--- src/hdl/fdre_pkg.sv ---
package fdre_pkg;

  localparam int unsigned FRAME_WORDS = 1048576;
  localparam int unsigned POS_W       = (FRAME_WORDS > 1) ? $clog2(FRAME_WORDS) : 1;
  localparam logic [POS_W-1:0] POS_LAST = POS_W'(FRAME_WORDS - 1);

  localparam int unsigned WORD_W  = 32;
  localparam int unsigned RUN_W   = 23;
  localparam int unsigned TOTAL_W = 32;
  localparam int unsigned SLOTS   = 4;

  localparam logic [RUN_W-1:0]   RUN_MAX   = '1;
  localparam logic [TOTAL_W-1:0] TOTAL_MAX = '1;

  typedef enum logic {
    KIND_LOAD    = 1'b0,
    KIND_COMPARE = 1'b1
  } kind_e;

  typedef enum logic [1:0] {
    TAG_RUN_START = 2'd0,
    TAG_WORD      = 2'd1,
    TAG_RUN_LEN   = 2'd2,
    TAG_TOTAL     = 2'd3
  } tag_e;

  typedef struct packed {
    kind_e             kind;
    logic [WORD_W-1:0] pixel_word;
    logic              last_of_frame;
  } in_req_t;

  typedef struct packed {
    tag_e              tag;
    logic [WORD_W-1:0] value;
    logic              last;
  } out_rsp_t;

  typedef struct packed {
    logic               in_run;
    logic [RUN_W-1:0]   run_bytes;
    logic [TOTAL_W-1:0] total;
  } enc_state_t;

  typedef struct packed {
    kind_e             kind;
    logic [WORD_W-1:0] word;
    logic [WORD_W-1:0] ref_word;
    logic [POS_W-1:0]  pos;
    logic              frame_end;
  } enc_item_t;

  typedef struct packed {
    logic [2:0]             count;
    out_rsp_t [SLOTS-1:0]   slot;
    enc_state_t             next;
  } enc_result_t;

endpackage

--- src/hdl/fdre_encode.sv ---
module fdre_encode import fdre_pkg::*; (
  input  enc_item_t   item_i,
  input  enc_state_t  state_i,
  output enc_result_t result_o
);

  logic             diff;
  logic             open_run;
  logic [RUN_W-1:0] rb_base;
  logic [RUN_W:0]   rb_sum;
  logic [RUN_W-1:0] rb_after;
  logic [TOTAL_W:0] tot_sum;
  logic [TOTAL_W-1:0] tot_mid;
  logic [2:0]       n;

  always_comb begin
    result_o = '0;
    n        = 3'd0;
    diff     = (item_i.kind == KIND_COMPARE) && (item_i.ref_word != item_i.word);
    open_run = diff && !state_i.in_run;
    rb_base  = open_run ? '0 : state_i.run_bytes;
    rb_sum   = {1'b0, rb_base} + (RUN_W+1)'(4);
    rb_after = rb_sum[RUN_W] ? RUN_MAX : rb_sum[RUN_W-1:0];
    tot_sum  = {1'b0, state_i.total} + (TOTAL_W+1)'({open_run, diff, 2'b00});
    tot_mid  = tot_sum[TOTAL_W] ? TOTAL_MAX : tot_sum[TOTAL_W-1:0];

    if (item_i.kind == KIND_COMPARE) begin
      if (open_run) begin
        result_o.slot[n[1:0]].tag   = TAG_RUN_START;
        result_o.slot[n[1:0]].value = WORD_W'({item_i.pos, 2'b00});
        n = n + 3'd1;
      end
      if (diff) begin
        result_o.slot[n[1:0]].tag   = TAG_WORD;
        result_o.slot[n[1:0]].value = item_i.word;
        n = n + 3'd1;
      end else if (state_i.in_run) begin
        result_o.slot[n[1:0]].tag   = TAG_RUN_LEN;
        result_o.slot[n[1:0]].value = WORD_W'(state_i.run_bytes);
        n = n + 3'd1;
      end
      if (item_i.frame_end) begin
        if (diff) begin
          result_o.slot[n[1:0]].tag   = TAG_RUN_LEN;
          result_o.slot[n[1:0]].value = WORD_W'(rb_after);
          n = n + 3'd1;
        end
        result_o.slot[n[1:0]].tag   = TAG_TOTAL;
        result_o.slot[n[1:0]].value = tot_mid;
        n = n + 3'd1;
      end else begin
        result_o.next.in_run    = diff;
        result_o.next.run_bytes = diff ? rb_after : '0;
        result_o.next.total     = tot_mid;
      end
    end
    result_o.count = n;
  end

endmodule

--- config.mk ---
export PLATFORM = sky130hd
export DESIGN_NAME = fdre_encode
export DESIGN_NICKNAME = d
export VERILOG_FILES = /design/src/hdl/fdre_pkg.sv /design/src/hdl/fdre_encode.sv
export SDC_FILE = /design/constraint.sdc
export NUM_CORES = 1
export LEC_CHECK = 0
export BUFFER_PORTS_ARGS = -buffer_cell sky130_fd_sc_hd__buf_2
export CAP_MARGIN = 20
export CORE_AREA = 2 2 132 134
export DETAILED_ROUTE_END_ITERATION = 12
export DIE_AREA = 0 0 134 136
export PLACE_DENSITY = 0.71
export SYNTH_ARGS = -nofsm -noshare
export SYNTH_HDL_FRONTEND = slang
export SYNTH_SLANG_ARGS = --single-unit
--- constraint.sdc ---
create_clock -name vclk -period 4.72
set_clock_uncertainty 0.2 [all_clocks]
set_input_delay 0.236 -clock vclk [all_inputs]
set_output_delay 0.236 -clock vclk [all_outputs]
set_load 0.02 [all_outputs]
==> results.py, run 1 <==
metrics = {
    "setup_path": {
        "critPathKind": "input port to output pin",
        "startpoint_type": "input port",
        "cp_max_fo": 28,
        "end_kind": "output pin",
        "required_ns": 4.28,
        "cp.arrival_ns": 4.12,
    },
    "synth": {
        "yosys.cell_types.count": 69,
        "yosysWarnings": 0,
        "yosys.area.top_type_share": 0.1157,
        "yosys-top-cells-area": "nor2_1 12%, a21oi_1 7.3%, xor2_1 7.2%, clkbuf_1 4.9%, o21ai_0 4.4%",
        "yosys.area.top_type": "nor2_1",
        "synth.most_common_cell": "nor2_1",
        "synth_common_cells": "147 x nor2_1, 70 x a21oi_1, 62 x clkbuf_1",
        "synth-seq-area-share": 0,
        "synth.cell_area_um2": 4770,
        "synthCells": 811,
        "avgSynthCellArea_um2": 5.881,
    },
    "power": {
        "power_density_nw_per_um2": 99.29,
        "p_comb_frac": 1.000,
        "p_int_mw": 0.2357,
        "peakVddDrop_v": 0.00003518,
        "net-switching-power_mw": 0.4593,
        "sw_frac_of_total": 0.6609,
        "seqPwrFrac": 0,
        "leakage_nw": 3.463,
        "clockPowerShare": 0,
    },
    "place": {
        "portBuffers": 337,
        "dp_hpwl_um": 24710,
        "gp_congestion": 0.9788,
        "pre_cts_ws_ns": 0.2167,
    },
    "sta": {
        "worstMarginPinSlew_ns": 1.069,
        "finalSetupViolCount": 0,
        "min_period_ns": 4.552,
        "finalWorstSetupSlack_ns": 0.1684,
        "tns_ns": 0,
        "rsz0062_at_grt": "false",
        "max_slew_margin": 0.2845,
        "finalMaxSlewViolations": 0,
        "fmax_mhz": 219.7,
        "period_share": 0.9643,
        "hold_violations": 0,
    },
    "hold_path": {
        "hold_end": "result_o[115]",
        "hp-start": "item_i[76]",
        "hold_class": "input port to output pin",
        "whs_path_depth": 3,
    },
    "detailed_routing": {
        "drtIter0Drc": 854,
        "num_vias": 8164,
        "routed_wl_um": 31240,
        "ant_nets": 0,
        "wl_per_cell_um": 23.00,
        "vias_per_cell": 6.012,
        "drc": 0,
        "first_pass_iters": 6,
    },
    "final_layout": {
        "drive_gt1_frac": 0.3804,
        "nFillCells": 1879,
        "final-seq-area_um2": 0,
        "nClkBuffers": 0,
        "seq_cell_count": 0,
        "syn_to_final_growth_pct": 46.75,
        "num_antenna_cells": 0,
        "nets": 1288,
    },
    "floorplan": {
        "start_util": 0.2826,
        "chipWidth_um": 134,
        "die-area_um2": 18220,
        "rows": 48,
        "dieHeight_um": 136,
        "core_um2": 16880,
        "io_pins": 341,
    },
    "grt": {
        "grt-ovfl-total": 0,
        "antenna_found_initial": 0,
        "grt_max_degree": 45,
        "grt_pass1_wl_um": 44680,
        "grt.total_usage": 0.3185,
        "grt_pass1_vias": 7463,
    },
    "run": {
        "max_cap_violations": 0,
    },
    "run_status": {
        "outcome": "finished clean",
    },
    "clock_tree": {
        "hold_buffers": 0,
        "post-cts-setup-buffers": 0,
        "cts_resized": 0,
    },
}
## logic make-up (layout without fill, tap and decap cells)
logic type               after synthesis  after routing  share of synthesized area
other                                  1              4                  0.0007862
AND/OR/NAND/NOR                      379            379                     0.3940
multiplexers                           6              6                    0.01312
adder cells (fa/ha/maj)               11             11                    0.03043
XOR/XNOR                              63             63                     0.1157
buffers and inverters                 94            413                    0.08263
AO/OA/AOI/OAI                        257            257                     0.3633
## cells in the final DEF, fill, tap and decap left out, drive strengths merged, types with 19 or more instances in the layout
cell type / count
a21oi: 70
o32ai: 19
o21ai: 43
nor2: 147
nor4: 19
buf: 401
xor2: 39
nand3: 29
nand2: 55
xnor2: 24
o22ai: 24
nand4: 26
nor3: 33
## per-layer routing
layer	GRT usage	vias up	routed length, µm
met5	0	-	0
met4	0.1022	0	1178
met3	0.05667	86	3338
li1	-	3667	-
met1	0.4163	3824	12550
met2	0.5308	587	14170
## worst max path at each step
stage	start	to	slack [ns]	cells past startpoint
2_1_floorplan	item_i[81]	result_o[113]	0.0009	19
3_3_place_gp	item_i[65]	result_o[74]	0.27	15
3_5_place_dp	item_i[59]	result_o[143]	0.22	16
4_1_cts	item_i[59]	result_o[143]	0.20	16
5_1_grt	item_i[59]	result_o[73]	0.06	16
6_report	item_i[65]	result_o[181]	0.17	16
## power groups by stage
stage          registers [mW]  clock network, mW  logic (mW)
2_1_floorplan               0                  0       0.377
3_3_place_gp                0                  0       0.679
3_5_place_dp                0                  0       0.679
4_1_cts                     0                  0       0.682
5_1_grt                     0                  0       0.736
6_report                    0                  0       0.695
## through the flow
step	power (mW)	utilization	hold WS (ns)	area, µm²	cells
finish	0.6950	0.4147	0.6426	6999	1358
detailed placement	0.6791	0.4147	0.6429	6999	1358
floorplan	0.3770	-	0.4608	4863	814
CTS	0.6816	0.4147	0.6447	6999	1358
global placement	0.6787	0.4147	0.6330	6999	1358
global route	0.7355	0.4147	0.6701	6999	1358
## final cells by class
type / count / area (µm²) / share of cell area
multi-input cells: 720 / 4468 / 0.6384
well taps: 225 / 281.5 / 0.04022
inverters: 12 / 45.04 / 0.006435
repair buffers: 401 / 2205 / 0.3150
## worst max-delay path, cell delays in order
cell     delay (ns)
buf_2          0.15
xor2_1         0.15
nor4_1         0.63
and4_1         0.37
a21oi_2        0.10
ha_2           0.20
buf_4          0.23
ha_1           0.32
a21o_1         0.14
and3_1         0.31
nand3_1        0.13
xnor2_1        0.16
nor2_1         0.55
buf_4          0.23
nor2_1         0.04
buf_2          0.17
Note: power is estimated with default switching activity, not from simulation.
==> inputs of run 2 (changes only) <==
--- a/config.mk
+++ b/config.mk
@@ -5,12 +5,13 @@
 export SDC_FILE = /design/constraint.sdc
 export NUM_CORES = 1
 export LEC_CHECK = 0
+export ABC_AREA = 1
 export BUFFER_PORTS_ARGS = -buffer_cell sky130_fd_sc_hd__buf_2
 export CAP_MARGIN = 20
-export CORE_AREA = 2 2 132 134
+export CORE_AREA = 2 2 133 135
 export DETAILED_ROUTE_END_ITERATION = 12
-export DIE_AREA = 0 0 134 136
-export PLACE_DENSITY = 0.71
+export DIE_AREA = 0 0 135 137
+export PLACE_DENSITY = 0.78
 export SYNTH_ARGS = -nofsm -noshare
 export SYNTH_HDL_FRONTEND = slang
 export SYNTH_SLANG_ARGS = --single-unit
==> results.py, run 2 <==
metrics = {
    "run_status": {
        "outcome": "finished clean",
    },
    "power": {
        "p_comb_frac": 1.000,
        "sw_frac_of_total": 0.6980,
        "seqPwrFrac": 0,
        "clockPowerShare": 0,
        "leakage_nw": 5.246,
        "net-switching-power_mw": 0.5301,
        "power_density_nw_per_um2": 95.96,
        "p_int_mw": 0.2294,
        "peakVddDrop_v": 0.00003564,
    },
    "detailed_routing": {
        "wl_per_cell_um": 18.59,
        "first_pass_iters": 6,
        "vias_per_cell": 5.319,
        "num_vias": 9755,
        "drc": 0,
        "ant_nets": 0,
        "drtIter0Drc": 880,
        "routed_wl_um": 34090,
    },
    "setup_path": {
        "critPathKind": "input port to output pin",
        "required_ns": 4.28,
        "cp_max_fo": 26,
        "cp.arrival_ns": 4.01,
        "startpoint_type": "input port",
        "end_kind": "output pin",
    },
    "synth": {
        "synth_common_cells": "385 x nand2_1, 238 x inv_1, 198 x nor2_1",
        "yosys.area.top_type": "nand2_1",
        "yosys.cell_types.count": 50,
        "yosysWarnings": 0,
        "synthCells": 1311,
        "yosys.area.top_type_share": 0.2382,
        "synth-seq-area-share": 0,
        "synth.most_common_cell": "nand2_1",
        "avgSynthCellArea_um2": 4.627,
        "synth.cell_area_um2": 6066,
        "yosys-top-cells-area": "nand2_1 24%, inv_1 15%, nor2_1 12%, nand3_1 7.5%, o21ai_0 5.9%",
    },
    "final_layout": {
        "multi_input_area_um2": 4851,
        "nClkBuffers": 0,
        "final_common_cell": "nand2_1",
        "post-route-util": 0.4641,
        "nets": 1763,
        "syn_to_final_growth_pct": 30.49,
        "drive_gt1_frac": 0.2512,
        "final_cell_mix": "385 x nand2_1, 337 x buf_2, 238 x inv_1",
        "nFillCells": 1957,
        "seq_cell_count": 0,
        "final-seq-area_um2": 0,
    },
    "grt": {
        "grt_pass1_vias": 8598,
        "antenna_found_initial": 4,
        "grt_max_degree": 62,
        "grt.total_usage": 0.3440,
        "grt-ovfl-total": 0,
        "grt_pass1_wl_um": 49310,
    },
    "floorplan": {
        "rows": 48,
        "io_pins": 341,
        "core_um2": 17060,
        "die-area_um2": 18500,
        "dieHeight_um": 137,
        "chipWidth_um": 135,
        "start_util": 0.3556,
    },
    "sta": {
        "worstMarginPinSlew_ns": 0.9488,
        "min_period_ns": 4.442,
        "period_share": 0.9410,
        "rsz0062_at_grt": "false",
        "fmax_mhz": 225.1,
        "hold_violations": 0,
        "max_slew_margin": 0.3668,
        "finalSetupViolCount": 0,
        "tns_ns": 0,
        "finalMaxSlewViolations": 0,
    },
    "run": {
        "max_cap_violations": 0,
    },
    "clock_tree": {
        "cts_resized": 0,
        "hold_buffers": 0,
        "post-cts-setup-buffers": 0,
    },
    "hold_path": {
        "hold_class": "input port to output pin",
        "whs_path_depth": 4,
    },
    "place": {
        "dp_hpwl_um": 27990,
        "portBuffers": 337,
        "gp_congestion": 1.011,
    },
}
## run 2: changes by cell type after synthesis, moves of 15 or more
cell,before,now
and3_1,17,0
inv_1,11,238
nor2_1,147,198
a311oi_1,15,0
clkbuf_1,62,34
a211oi_1,17,0
nand2_1,55,385
a21oi_1,70,43
xor2_1,39,20
o32ai_1,19,0
nand3_1,28,91
o21ai_0,42,72
## run 2: critical path: stages
cell,delay (ns)
buf_2,0.09
inv_1,0.08
nand2_1,0.07
nand2_1,0.04
nor2_1,0.14
nand2_1,0.08
nor2_1,0.27
nand2_1,0.09
nor2_1,0.21
nor2_2,0.07
ha_2,0.21
inv_2,0.25
buf_4,0.35
nand2_1,0.11
inv_1,0.11
nand2_1,0.09
inv_1,0.06
nand4_1,0.08
nor2_1,0.12
nand2_2,0.27
nand3_1,0.36
nand2_1,0.09
inv_1,0.06
o21bai_1,0.07
a21oi_1,0.18
buf_2,0.20
## run 2: through the flow
stage               std cells  setup slack, ns  hold WS [ns]  instance area, µm²  power, mW
floorplan                1314           0.5263        0.4421                6077     0.4453
global placement         1833           0.5052        0.6535                7913     0.7430
detailed placement       1833           0.4416        0.6511                7913     0.7436
CTS                      1833           0.4348        0.6565                7913     0.7466
global route             1833          0.01937        0.6606                7913     0.8188
finish                   1834           0.2785        0.6560                7915     0.7595
## run 2: logic make-up (layout without fill, tap and decap cells)
group | count (synthesis) | in the layout | share of synthesized area
buffers and inverters | 312 | 606 | 0.2026
AO/OA/AOI/OAI | 188 | 188 | 0.1805
AND/OR/NAND/NOR | 768 | 768 | 0.5476
XOR/XNOR | 31 | 31 | 0.04476
adder cells (fa/ha/maj) | 11 | 11 | 0.02393
other | 1 | 5 | 0.0006182
## run 2: worst paths after layout
path	start	to	slack (ns)
max	item_i[72]	result_o[111]	0.28
min	item_i[4]	result_o[62]	0.66
## run 2: per-layer routing
layer,wire length (µm),share of wire,vias to the layer above,track usage
met3,3040,0.089,105,0.04556
met4,1835,0.054,4,0.1493
met2,15800,0.46,619,0.5931
met5,28,0.00082,-,0
met1,13390,0.39,4353,0.4289
li1,-,-,4674,-
## run 2: area by class of cell
| class | instances | share of cell area |
|---|---|---|
| multi-input combinational | 1002 | 0.6129 |
| antenna | 1 | 0.0003162 |
| timing repair buffer | 359 | 0.2340 |
| inverter | 247 | 0.1173 |
| tap | 225 | 0.03557 |
## run 2: power groups by stage
stage                     sequential, mW  combinational [mW]     clock, mW
after floorplan                        0               0.445             0
after detailed placement               0               0.744             0
final                                  0               0.760  0.0000000284
after global routing                   0               0.819             0
after CTS                              0               0.747             0
after global placement                 0               0.743             0
